**src/hdl/dsv_pkg.sv**
```systemverilog
// Shared types, character codes and month table for the date string validator.
package dsv_pkg;

	localparam int unsigned DAY_W   = 5;
	localparam int unsigned MONTH_W = 4;
	localparam int unsigned YEAR_W  = 14;
	localparam int unsigned ACC_W   = 7;

	localparam logic [YEAR_W-1:0] MIN_YEAR_RST = 14'd1901;

	localparam logic [7:0] CH_SLASH = 8'h2F;
	localparam logic [7:0] CH_DASH  = 8'h2D;
	localparam logic [7:0] CH_ZERO  = 8'h30;
	localparam logic [7:0] CH_NINE  = 8'h39;

	localparam logic [3:0] LEN_MIN = 4'd8;
	localparam logic [3:0] LEN_MAX = 4'd10;
	localparam logic [3:0] LEN_SAT = 4'd15;

	localparam logic [ACC_W-1:0] MONTH_MAX = 7'd12;
	localparam logic [4:0]       FEB_LEAP  = 5'd29;
	localparam logic [ACC_W-1:0] MONTH_FEB = 7'd2;

	typedef enum logic [2:0] {
		PH_D1,
		PH_D2,
		PH_S1,
		PH_M1,
		PH_M2,
		PH_S2,
		PH_Y,
		PH_DONE
	} phase_t;

	// days in a common year for months 1..12
	function automatic logic [4:0] month_days(input logic [3:0] m);
		logic [4:0] d;
		unique case (m)
			4'd2:                      d = 5'd28;
			4'd4, 4'd6, 4'd9, 4'd11:   d = 5'd30;
			default:                   d = 5'd31;
		endcase
		return d;
	endfunction

endpackage

```
**src/hdl/dsv_if.sv**
```systemverilog
// Channel interfaces: character input, date result and configuration write.
interface dsv_char_if;
	logic       valid;
	logic       ready;
	logic [7:0] char_in;
	logic       last_char;

	modport source (output valid, output char_in, output last_char, input ready);
	modport sink (input valid, input char_in, input last_char, output ready);
endinterface

interface dsv_res_if;
	logic        valid;
	logic        ready;
	logic        valid_res;
	logic [4:0]  day;
	logic [3:0]  month;
	logic [13:0] year;

	modport source (output valid, output valid_res, output day, output month, output year,
		input ready);
	modport sink (input valid, input valid_res, input day, input month, input year,
		output ready);
endinterface

interface dsv_cfg_if;
	logic        valid;
	logic        ready;
	logic [13:0] min_year;

	modport source (output valid, output min_year, input ready);
	modport sink (input valid, input min_year, output ready);
endinterface

```
**src/hdl/date_string_validator.sv**
```systemverilog
// Streaming day-month-year date string validator, top level.
// Characters enter one per cycle on char_ch; each transaction is captured in an input
// register and the parse state is advanced from it in the following cycle, so a new
// character is taken every cycle while the result register is free or being drained.
// The transaction flagged with last_char produces one registered result on res_ch,
// held back while an earlier result still waits: valid_res with day, month and year,
// or all zeros when the string does not have the form D[D] sep M[M] sep YYYY (sep '/'
// or '-', both the same), is not 8 to 10 characters long, or names an impossible date
// or a year below min_year. Characters after the fourth year digit are only counted.
// The parse restarts cleanly after each last character. The user must write min_year
// (reset 1901) through cfg_ch only while the block is idle; the block does not check.
module date_string_validator
	import dsv_pkg::*;
(
	input  logic            clk,
	input  logic            arst_n,
	dsv_char_if.sink        char_ch,
	dsv_res_if.source       res_ch,
	dsv_cfg_if.sink         cfg_ch
);

	// input register
	logic       valid_s1;
	logic [7:0] char_s1;
	logic       last_s1;

	// parse state
	logic [3:0]        count_q;
	phase_t            phase_q;
	logic              dash_q;
	logic [ACC_W-1:0]  day_q;
	logic [ACC_W-1:0]  month_q;
	logic [YEAR_W-1:0] year_q;
	logic [2:0]        ydig_q;
	logic              err_q;
	logic [1:0]        ymod4_q;
	logic [1:0]        cent4_q;
	logic              dzero_q;
	logic              leap_q;

	logic [YEAR_W-1:0] min_year_q;

	// result register
	logic              res_valid_q;
	logic              res_ok_q;
	logic [DAY_W-1:0]  res_day_q;
	logic [MONTH_W-1:0] res_month_q;
	logic [YEAR_W-1:0] res_year_q;

	logic res_free;
	logic fire_s1;

	assign res_free      = !res_valid_q || res_ch.ready;
	assign fire_s1       = valid_s1 && (!last_s1 || res_free);
	assign char_ch.ready = !valid_s1 || fire_s1;
	assign cfg_ch.ready  = 1'b1;

	// next-state logic
	logic              dig;
	logic [3:0]        dv;
	logic              sep;
	logic              is_dash;
	logic              same_sep;
	logic [3:0]        count_n;
	phase_t            phase_n;
	logic              dash_n;
	logic [ACC_W-1:0]  day_n;
	logic [ACC_W-1:0]  month_n;
	logic [YEAR_W-1:0] year_n;
	logic [2:0]        ydig_n;
	logic              err_n;
	logic [1:0]        ymod4_n;
	logic [1:0]        cent4_n;
	logic              dzero_n;
	logic              leap_n;
	logic [YEAR_W-1:0] year_x10;
	logic              hund_zero;

	always_comb begin
		dig      = (char_s1 >= CH_ZERO) && (char_s1 <= CH_NINE);
		dv       = dig ? 4'(char_s1 - CH_ZERO) : 4'd0;
		is_dash  = (char_s1 == CH_DASH);
		sep      = (char_s1 == CH_SLASH) || is_dash;
		same_sep = sep && (is_dash == dash_q);
		year_x10 = YEAR_W'({year_q, 3'b000}) + YEAR_W'({year_q, 1'b0});
		hund_zero = dzero_q && (dv == 4'd0);

		count_n = (count_q < LEN_SAT) ? count_q + 4'd1 : count_q;
		phase_n = phase_q;
		dash_n  = dash_q;
		day_n   = day_q;
		month_n = month_q;
		year_n  = year_q;
		ydig_n  = ydig_q;
		err_n   = err_q;
		ymod4_n = ymod4_q;
		cent4_n = cent4_q;
		dzero_n = dzero_q;
		leap_n  = leap_q;

		if (!err_q) begin
			unique case (phase_q)
				PH_D1: begin
					if (dig) begin
						day_n   = ACC_W'(dv);
						phase_n = PH_D2;
					end else begin
						err_n = 1'b1;
					end
				end
				PH_D2: begin
					if (dig) begin
						day_n   = ACC_W'({day_q, 3'b000}) + ACC_W'({day_q, 1'b0}) + ACC_W'(dv);
						phase_n = PH_S1;
					end else if (sep) begin
						dash_n  = is_dash;
						phase_n = PH_M1;
					end else begin
						err_n = 1'b1;
					end
				end
				PH_S1: begin
					if (sep) begin
						dash_n  = is_dash;
						phase_n = PH_M1;
					end else begin
						err_n = 1'b1;
					end
				end
				PH_M1: begin
					if (dig) begin
						month_n = ACC_W'(dv);
						phase_n = PH_M2;
					end else begin
						err_n = 1'b1;
					end
				end
				PH_M2: begin
					if (dig) begin
						month_n = ACC_W'({month_q, 3'b000}) + ACC_W'({month_q, 1'b0})
							+ ACC_W'(dv);
						phase_n = PH_S2;
					end else if (same_sep) begin
						phase_n = PH_Y;
					end else begin
						err_n = 1'b1;
					end
				end
				PH_S2: begin
					if (same_sep) begin
						phase_n = PH_Y;
					end else begin
						err_n = 1'b1;
					end
				end
				PH_Y: begin
					if (dig) begin
						year_n  = year_x10 + YEAR_W'(dv);
						ydig_n  = ydig_q + 3'd1;
						// running year mod 4: (10r + d) mod 4 = (2r + d) mod 4
						ymod4_n = {ymod4_q[0], 1'b0} + dv[1:0];
						dzero_n = (dv == 4'd0);
						if (ydig_q == 3'd1) begin
							cent4_n = ymod4_n;
						end
						if (ydig_q == 3'd3) begin
							phase_n = PH_DONE;
							leap_n  = hund_zero ? (cent4_q == 2'd0) : (ymod4_n == 2'd0);
						end
					end else begin
						err_n = 1'b1;
					end
				end
				PH_DONE: begin
				end
				default: begin
					err_n = 1'b1;
				end
			endcase
		end
	end

	// final check on the next-state values
	logic       ok;
	logic [4:0] lim;

	always_comb begin
		lim = month_days(month_n[3:0]);
		if ((month_n == MONTH_FEB) && leap_n) begin
			lim = FEB_LEAP;
		end
		ok = !err_n && (phase_n == PH_DONE)
			&& (count_n >= LEN_MIN) && (count_n <= LEN_MAX)
			&& (month_n != '0) && (month_n <= MONTH_MAX)
			&& (day_n != '0) && (year_n >= min_year_q)
			&& (day_n <= ACC_W'(lim));
	end

	always_ff @(posedge clk or negedge arst_n) begin
		if (!arst_n) begin
			valid_s1 <= 1'b0;
		end else if (char_ch.ready) begin
			valid_s1 <= char_ch.valid;
		end
	end

	always_ff @(posedge clk) begin
		if (char_ch.valid && char_ch.ready) begin
			char_s1 <= char_ch.char_in;
			last_s1 <= char_ch.last_char;
		end
	end

	always_ff @(posedge clk or negedge arst_n) begin
		if (!arst_n) begin
			min_year_q <= MIN_YEAR_RST;
		end else if (cfg_ch.valid) begin
			min_year_q <= cfg_ch.min_year;
		end
	end

	always_ff @(posedge clk or negedge arst_n) begin
		if (!arst_n) begin
			count_q <= '0;
			phase_q <= PH_D1;
			dash_q  <= 1'b0;
			day_q   <= '0;
			month_q <= '0;
			year_q  <= '0;
			ydig_q  <= '0;
			err_q   <= 1'b0;
			ymod4_q <= '0;
			cent4_q <= '0;
			dzero_q <= 1'b0;
			leap_q  <= 1'b0;
		end else if (fire_s1) begin
			if (last_s1) begin
				// restart the parse for the next string
				count_q <= '0;
				phase_q <= PH_D1;
				dash_q  <= 1'b0;
				day_q   <= '0;
				month_q <= '0;
				year_q  <= '0;
				ydig_q  <= '0;
				err_q   <= 1'b0;
				ymod4_q <= '0;
				cent4_q <= '0;
				dzero_q <= 1'b0;
				leap_q  <= 1'b0;
			end else begin
				count_q <= count_n;
				phase_q <= phase_n;
				dash_q  <= dash_n;
				day_q   <= day_n;
				month_q <= month_n;
				year_q  <= year_n;
				ydig_q  <= ydig_n;
				err_q   <= err_n;
				ymod4_q <= ymod4_n;
				cent4_q <= cent4_n;
				dzero_q <= dzero_n;
				leap_q  <= leap_n;
			end
		end
	end

	always_ff @(posedge clk or negedge arst_n) begin
		if (!arst_n) begin
			res_valid_q <= 1'b0;
		end else if (fire_s1 && last_s1) begin
			res_valid_q <= 1'b1;
		end else if (res_ch.ready) begin
			res_valid_q <= 1'b0;
		end
	end

	always_ff @(posedge clk) begin
		if (fire_s1 && last_s1) begin
			res_ok_q    <= ok;
			res_day_q   <= ok ? day_n[DAY_W-1:0] : '0;
			res_month_q <= ok ? month_n[MONTH_W-1:0] : '0;
			res_year_q  <= ok ? year_n : '0;
		end
	end

	assign res_ch.valid     = res_valid_q;
	assign res_ch.valid_res = res_ok_q;
	assign res_ch.day       = res_day_q;
	assign res_ch.month     = res_month_q;
	assign res_ch.year      = res_year_q;

endmodule

```
**src/flat_wrapper.sv**
```systemverilog
// flat-port wrapper written by rule: the top's interface ports become plain ports
module date_string_validator_flat import dsv_pkg::*;
  (clk, arst_n, char_ch_valid, char_ch_char_in, char_ch_last_char, char_ch_ready, res_ch_valid, res_ch_valid_res, res_ch_day, res_ch_month, res_ch_year, res_ch_ready, cfg_ch_valid, cfg_ch_min_year, cfg_ch_ready);
  dsv_char_if char_ch_i ();
  dsv_res_if res_ch_i ();
  dsv_cfg_if cfg_ch_i ();
  input  logic clk;
  input  logic arst_n;
  input wire logic [$bits(char_ch_i.valid)-1:0] char_ch_valid;
  input wire logic [$bits(char_ch_i.char_in)-1:0] char_ch_char_in;
  input wire logic [$bits(char_ch_i.last_char)-1:0] char_ch_last_char;
  output wire logic [$bits(char_ch_i.ready)-1:0] char_ch_ready;
  output wire logic [$bits(res_ch_i.valid)-1:0] res_ch_valid;
  output wire logic [$bits(res_ch_i.valid_res)-1:0] res_ch_valid_res;
  output wire logic [$bits(res_ch_i.day)-1:0] res_ch_day;
  output wire logic [$bits(res_ch_i.month)-1:0] res_ch_month;
  output wire logic [$bits(res_ch_i.year)-1:0] res_ch_year;
  input wire logic [$bits(res_ch_i.ready)-1:0] res_ch_ready;
  input wire logic [$bits(cfg_ch_i.valid)-1:0] cfg_ch_valid;
  input wire logic [$bits(cfg_ch_i.min_year)-1:0] cfg_ch_min_year;
  output wire logic [$bits(cfg_ch_i.ready)-1:0] cfg_ch_ready;
  assign char_ch_i.valid = char_ch_valid;
  assign char_ch_i.char_in = char_ch_char_in;
  assign char_ch_i.last_char = char_ch_last_char;
  assign char_ch_ready = char_ch_i.ready;
  assign res_ch_valid = res_ch_i.valid;
  assign res_ch_valid_res = res_ch_i.valid_res;
  assign res_ch_day = res_ch_i.day;
  assign res_ch_month = res_ch_i.month;
  assign res_ch_year = res_ch_i.year;
  assign res_ch_i.ready = res_ch_ready;
  assign cfg_ch_i.valid = cfg_ch_valid;
  assign cfg_ch_i.min_year = cfg_ch_min_year;
  assign cfg_ch_ready = cfg_ch_i.ready;
  date_string_validator u_core (.clk(clk), .arst_n(arst_n), .char_ch(char_ch_i), .res_ch(res_ch_i), .cfg_ch(cfg_ch_i));
endmodule
```
**config.mk**
```make
export PLATFORM = sky130hd
export DESIGN_NAME = date_string_validator_flat
export DESIGN_NICKNAME = d
export VERILOG_FILES = /design/src/hdl/dsv_pkg.sv /design/src/hdl/dsv_if.sv /design/src/hdl/date_string_validator.sv /design/src/flat_wrapper.sv
export SDC_FILE = /design/constraint.sdc
export NUM_CORES = 1
export LEC_CHECK = 0
export BUFFER_PORTS_ARGS = -buffer_cell sky130_fd_sc_hd__buf_2
export CAP_MARGIN = 20
export CORE_ASPECT_RATIO = 1.4
export CORE_MARGIN = 1
export CORE_UTILIZATION = 50
export DETAILED_ROUTE_END_ITERATION = 16
export PLACE_DENSITY = 0.69
export SYNTH_ARGS = -nofsm -noshare
export SYNTH_HDL_FRONTEND = slang
export SYNTH_SLANG_ARGS = --single-unit
```
**constraint.sdc**
```tcl
create_clock -name clk -period 6.3 [get_ports clk]
set_input_delay 0.315 -clock clk [delete_from_list [all_inputs] [get_ports clk]]
set_output_delay 0.315 -clock clk [all_outputs]
set_load 0.005 [all_outputs]
```
# ---- After elaboration in Yosys (flattened, before gate mapping)
# Index checks and enable logic that the tools add are counted.
dict set report word_totals {
  ff_bits 94
  input_bits 28
  output_inout_bits 27
  word_cells 166
}
dict set report op_classes {
  addsub 10
  magnitude_cmp 8
  n_eq_ne 20
  n_mux 68
  reduce_logical 39
}
# cell n
set op_table {}
lappend op_table {{$mux 14} 4}
lappend op_table {{$mux 7} 8}
lappend op_table {{$mux 3} 14}
lappend op_table {{$pmux 7 s2} 2}
lappend op_table {{$mux 1} 27}
lappend op_table {{$pmux 3 s7} 1}
lappend op_table {{$eq 8x6->1 const B} 2}
lappend op_table {{$logic_and 1x1->1} 15}
lappend op_table {{$add 14x14->14} 1}
lappend op_table {{$add 14x4->14} 1}
lappend op_table {{$add 7x4->7} 2}
lappend op_table {{$add 7x7->7} 2}
lappend op_table {{$ge 14x14->1} 1}
lappend op_table {{$reduce_bool 7->1} 2}
lappend op_table {{$eq 3x3->1 const B} 4}
lappend op_table {{$mux 2} 6}
lappend op_table {{$mux 4} 3}
lappend op_table {{$eq 3x2->1 const B} 3}
lappend op_table {{$eq 4x3->1 const B} 2}
lappend op_table {{$eq 4x4->1 const B} 2}
lappend op_table {{$ge 8x6->1 const B} 1}
lappend op_table {{$le 8x6->1 const B} 1}
lappend op_table {{$reduce_and 4->1} 2}
lappend op_table {{$reduce_bool 2->1} 4}
lappend op_table {{27 further kinds} 35}

# ---- Longest topological paths before layout
dict set report depth {
  ltp_word 16
  mapped_depth 26
  mapped_depth_nobuf 22
}

# ---- Worst setup path after synthesis
# OpenSTA, ideal clock, no wires.
dict set report synth_path {
  path_type {reg2reg}
  from {reg u_core.char_s1[7]}
  to {reg u_core.res_year_q[9], in the netlist u_core.res_ch.year[9], data pin}
  setup_ps 160
  arrival_ps 4862
  t_required_ps 6140
  setup_slack_ps 1278
  stages_incl_launch_ff 23
  n_path_buf 2
  synth_period_minus_slack_ps 5022
  cell_sequence {edfxtp_1 nor3b_2 and3_1 buf_4 nand2_1 xnor2_1 ha_1 ha_1 a211oi_1 o211ai_1 a311oi_1 nor2_1 mux2i_1 o21ai_0 nand2_1 ha_1 and4_1 o2111ai_1 a31o_2 a211oi_2 nand4_2 buf_4 nor3b_1}
}
dict set report synth_between {
  word_cells_on_any_way 73
  classes_between {add/sub: 4; order compare: 5; eq/ne: 10; mux: 35; reduce/logical: 19}
}
# item line_no
set synth_rtl {}
lappend synth_rtl {{start, declared} date_string_validator.sv:24} ;# logic [7:0] char_s1;
lappend synth_rtl {{start signal, assigned} date_string_validator.sv:209} ;# char_s1 <= char_ch.char_in;
lappend synth_rtl {{$ge 8x6->1 / $le 8x6->1 (equally long branches)} date_string_validator.sv:80} ;# dig = (char_s1 >= CH_ZERO) && (char_s1 <= CH_NINE);
lappend synth_rtl {{$logic_and 1x1->1 (*)} date_string_validator.sv:80}
lappend synth_rtl {{$mux 4} date_string_validator.sv:81} ;# dv = dig ? 4'(char_s1 - CH_ZERO) : 4'd0;
lappend synth_rtl {{$add 14x4->14} date_string_validator.sv:158} ;# year_n = year_x10 + YEAR_W'(dv);
lappend synth_rtl {{$mux 14 (*)} date_string_validator.sv:157} ;# if (dig) begin
lappend synth_rtl {{$mux 14 (*)} date_string_validator.sv:102} ;# unique case (phase_q)
lappend synth_rtl {{$mux 14 (*)} date_string_validator.sv:101} ;# if (!err_q) begin
lappend synth_rtl {{named net u_core.year_n[13]} date_string_validator.sv:69} ;# logic [YEAR_W-1:0] year_n;
lappend synth_rtl {{$ge 14x14->1 (*)} date_string_validator.sv:195} ;# && (day_n != '0) && (year_n >= min_year_q)
lappend synth_rtl {{$logic_and 1x1->1 (*)} date_string_validator.sv:195}
lappend synth_rtl {{$logic_and 1x1->1 (*)} date_string_validator.sv:196} ;# && (day_n <= ACC_W'(lim));
lappend synth_rtl {{end signal, assigned} date_string_validator.sv:283} ;# res_year_q <= ok ? year_n : '0;
lappend synth_rtl {{end, declared} date_string_validator.sv:48} ;# logic [YEAR_W-1:0] res_year_q;
# The timed path passes the listed nets; every way through them passes the cells marked *.
# A chain may end at the register's enable or synchronous reset.

# ---- Final worst setup path
dict set report layout_path {
  from {reg u_core.char_s1[7]}
  to {reg u_core.res_year_q[5], in the netlist u_core.res_ch.year[5], data pin}
}
# Same word-level chain as after synthesis.

==> run_results.csv <==
group,metric,value,unit
synthesis,synth_flop_cell,"dfrtp_1",
placement,placed_cells,827,
pwr,leakage,3.23,nW
setup_path,start_kind,"flip-flop",
sta,rsz0062_at_grt,"false",
synthesis,synth_mux_area_frac,0.0265,
grt,grt_max_degree,62,
pwr,p_sw,0.403,mW
route,drt_wl_total,16100,um
sta,fin_worst_skew,0.0131,ns
pwr,clkPwrFrac,0.392,
clock_network,h-tree-depth,3,
pwr,p_sw_frac,0.284,
clock_network,cts-root-buf,"clkbuf_16",
clock_network,cts_hold_buf,0,
sta,setup_viol,0,
pwr,p_int,1.01,mW
synthesis,synth_compound_area_frac,0.184,
pwr,cellPowerDensity,202,nW/um2
pwr,irDropWorstVdd,0.000184,V
clock_network,cts.sinks,94,
clock_network,cts_tree,"done",
route,drt_iter0_markers,290,
setup_path,rrSetupSlack,0.63,ns
synthesis,syn_inst,644,
synthesis,async_flop_share,0.649,
synthesis,ys_ff_latch,94,
sta,period_share,0.901,
sta,setup-tns-final,0,ns
grt,grt_pass1_vias,5345,
clock_network,cts_buffers,9,
setup_path,worstSetupPathType,"reg -> reg",
synthesis,synth_top_area_share,0.209,
synthesis,synth_edf_count,33,
synthesis,seq_area_frac_synth,0.399,
synthesis,postSynthAreaPerCell,9.83,um2
setup_path,crit_path_end_kind,"flip-flop",
synthesis,ys_top_cells_by_count,"64 x nand2_1, 62 x ha_1, 62 x o21ai_0",
clock_network,cts.reportedPaths.clkPinSlew,0.08,ns
clock_network,cts.path.max_buffers,2,
grt,grt_usage,0.257,
synthesis,mappedNetlistArea,6330,um2
setup_path,crit_end,"u_core.res_ch.year[5]$_SDFFCE_PN0P_",
sta,fmax,0.176,GHz
setup_path,crit_path_start,"u_core.char_s1[7]$_DFFE_PP_",
synthesis,netlist-cell-type-count,78,
synthesis,synth_fa_ha_area_frac,0.132,
placement,io_buffers,53,
setup_path,critPathArrivalTime,5.87,ns
setup_path,reg2reg_from,"u_core.char_s1[7]$_DFFE_PP_",
sta,worst_slew_pin_slew,1.04,ns
synthesis,synth_simple_gate_area_frac,0.170,
route,wl_per_cell,19.1,um
finish,antennaDiodeCount,0,
pwr,comb_power_share,0.108,
route,drc,0,
placement,place.gp.congestion,0.918,
setup_path,reg2reg_depth,22,
grt,grt_pass1_wl,26500,um
finish,nets,781,
grt,grt-ovfl-total,0,
floorplan,die_w,97.1,um
synthesis,synth_fp_nets,737,
synthesis,yosysMostFrequentCell,"nand2_1",
setup_path,crit_required,6.50,ns
floorplan,ios,55,
floorplan,core,12300,um2
finish,drive_gt1_frac,0.203,
finish,area_delta_synth_final,10.7,%
hold_path,hp-class,"in -> async",
route,via_count,5162,
pwr,power_frac_seq,0.500,
synthesis,yosys-top-cells-area,"dfrtp_1 21%, edfxtp_1 16%, ha_1 12%, o21ai_0 4.9%, nand2_1 3.8%",
synthesis,synth-xor-area-share,0.0318,
synthesis,ys_warn_count,0,
sta,slew-limit-headroom,0.303,
finish,fillCellCount,1093,
finish,layout.cells.non_filler,843,
sta,hold_viol_final,0,
floorplan,die_h,135,um
placement,dp_hpwl,11900,um
grt,antenna_found_initial,0,
synthesis,synth_top_area_cell,"dfrtp_1",
synthesis,synth_top_family_by_area,"compound AO/OA/AOI/OAI gates",
setup_path,r2r-end,"u_core.res_ch.year[5]$_SDFFCE_PN0P_",
sta,final.min_clock_period,5.67,ns
floorplan,dieArea,13100,um2
setup_path,critPathMaxFanout,15,
status,status,"finished clean",
floorplan,num_rows,48,
floorplan,initial_core_util,0.514,
finish,design_area,7010,um2
clock_network,post_cts_resize_count,0,
clock_network,cts_setup_buffers,0,
route,postRouteAntennaNets,0,
placement,placed_area,6720,um2
route,drtPass1Iterations,5,
route,vias_per_cell,6.12,
clock_network,clk_latency,0.36,ns
run,maxCapViolations,0,
sta,report.final.slew_viol_count,0,
==> layer usage <==
metal / wire length [um] / part of all wire / GRT usage
met1: 6380 / 0.40 / 0.290
met2: 8040 / 0.50 / 0.451
met3: 652 / 0.040 / 0.0382
met4: 1020 / 0.064 / 0.173
met5: 0 / 0 / 0
==> cell families (layout without fill, tap and decap cells) <==
family,Yosys count,count (layout)
simple gates,185,185
mux,16,16
buf+inv,82,131
xor+xnor,23,23
other cells,1,1
fa+ha+maj,65,65
flops,94,94
compound gates,178,178
==> flip-flops by register name, indices dropped and copies added, names as in the netlist <==
signal and flops:
u_core.cent4_q 2, u_core.char_s1 8, u_core.count_q 4, u_core.dash_q 1
u_core.day_q 7, u_core.dzero_q 1, u_core.err_q 1, u_core.last_s1 1
u_core.leap_q 1, u_core.min_year_q 14, u_core.month_q 7, u_core.phase_q 3
u_core.res_ch.day 5, u_core.res_ch.month 4, u_core.res_ch.valid 1, u_core.res_ch.valid_res 1
u_core.res_ch.year 14, u_core.valid_s1 1, u_core.ydig_q 3, u_core.year_q 14
u_core.ymod4_q 1
==> worst min path at each step <==
stage,slack (ns),endpoint,start,cells past startpoint
after detailed placement,0.48,u_core.year_q[13]$_DFFE_PN0P_,u_core.year_q[13]$_DFFE_PN0P_,2
after floorplan,0.02,u_core.cent4_q[0]$_DFFE_PN0P_,arst_n,0
after global placement,0.46,u_core.cent4_q[1]$_DFFE_PN0P_,u_core.cent4_q[1]$_DFFE_PN0P_,2
after CTS,0.12,u_core.char_s1[7]$_DFFE_PP_,char_ch_char_in[7],1
final,0.13,u_core.year_q[10]$_DFFE_PN0P_,arst_n,2
after global routing,0.13,u_core.char_s1[7]$_DFFE_PP_,char_ch_char_in[7],1
==> power groups by stage <==
stage / Clock, mW / Sequential [mW] / Combinational, mW
floorplan: 0 / 0.705 / 0.103
global placement: 0 / 0.718 / 0.148
detailed placement: 0 / 0.720 / 0.154
CTS: 0.567 / 0.708 / 0.155
global route: 0.586 / 0.713 / 0.175
finish: 0.555 / 0.708 / 0.154
==> through the flow <==
step	worst slack, ns	total power [mW]	hold WS [ns]	util
floorplan	1.28	0.809	0.0194	-
global placement	0.884	0.866	0.463	0.546
detailed placement	0.660	0.874	0.475	0.546
CTS	0.641	1.43	0.124	0.570
global route	0.220	1.47	0.127	0.570
finish	0.626	1.42	0.134	0.570
==> final cells by class <==
type	count	area, um2	share of cell area
timing repair buffer	67	370	0.0528
tap	150	188	0.0268
multi-input combinational	468	3450	0.492
clock inverter	7	71.3	0.0102
sequential	94	2530	0.360
clock buffer	9	225	0.0321
inverter	48	180	0.0257
==> worst max-delay path, stage by stage (launching register included) <==
cell and delay, ns:
edfxtp_1 0.43, nor3b_2 0.49, and3_1 0.25, buf_4 0.20, and2_1 0.24, ha_1 0.20
ha_1 0.20, inv_1 0.06, fa_1 0.38, nor2b_1 0.19, o2111ai_1 0.17, a31oi_1 0.28
a31oi_1 0.18, xnor2_1 0.17, mux2_2 0.30, ha_1 0.30, and4_1 0.20, o2111ai_1 0.10
a31o_2 0.23, a211oi_2 0.29, nand4_2 0.17, buf_4 0.25, nor3b_1 0.23
==> placed cells by master, fill, tap and decap left out, drive strengths merged, types with 10 or more instances in the layout <==
cell type,count
a21oi,32
buf,67
nor3b,12
nor3,29
ha,62
mux2i,10
edfxtp,33
inv,52
dfrtp,53
xor2,11
nand2,65
a21o,10
xnor2,12
o21ai,64
nor2,25
Note: power is estimated with default switching activity, not from simulation.
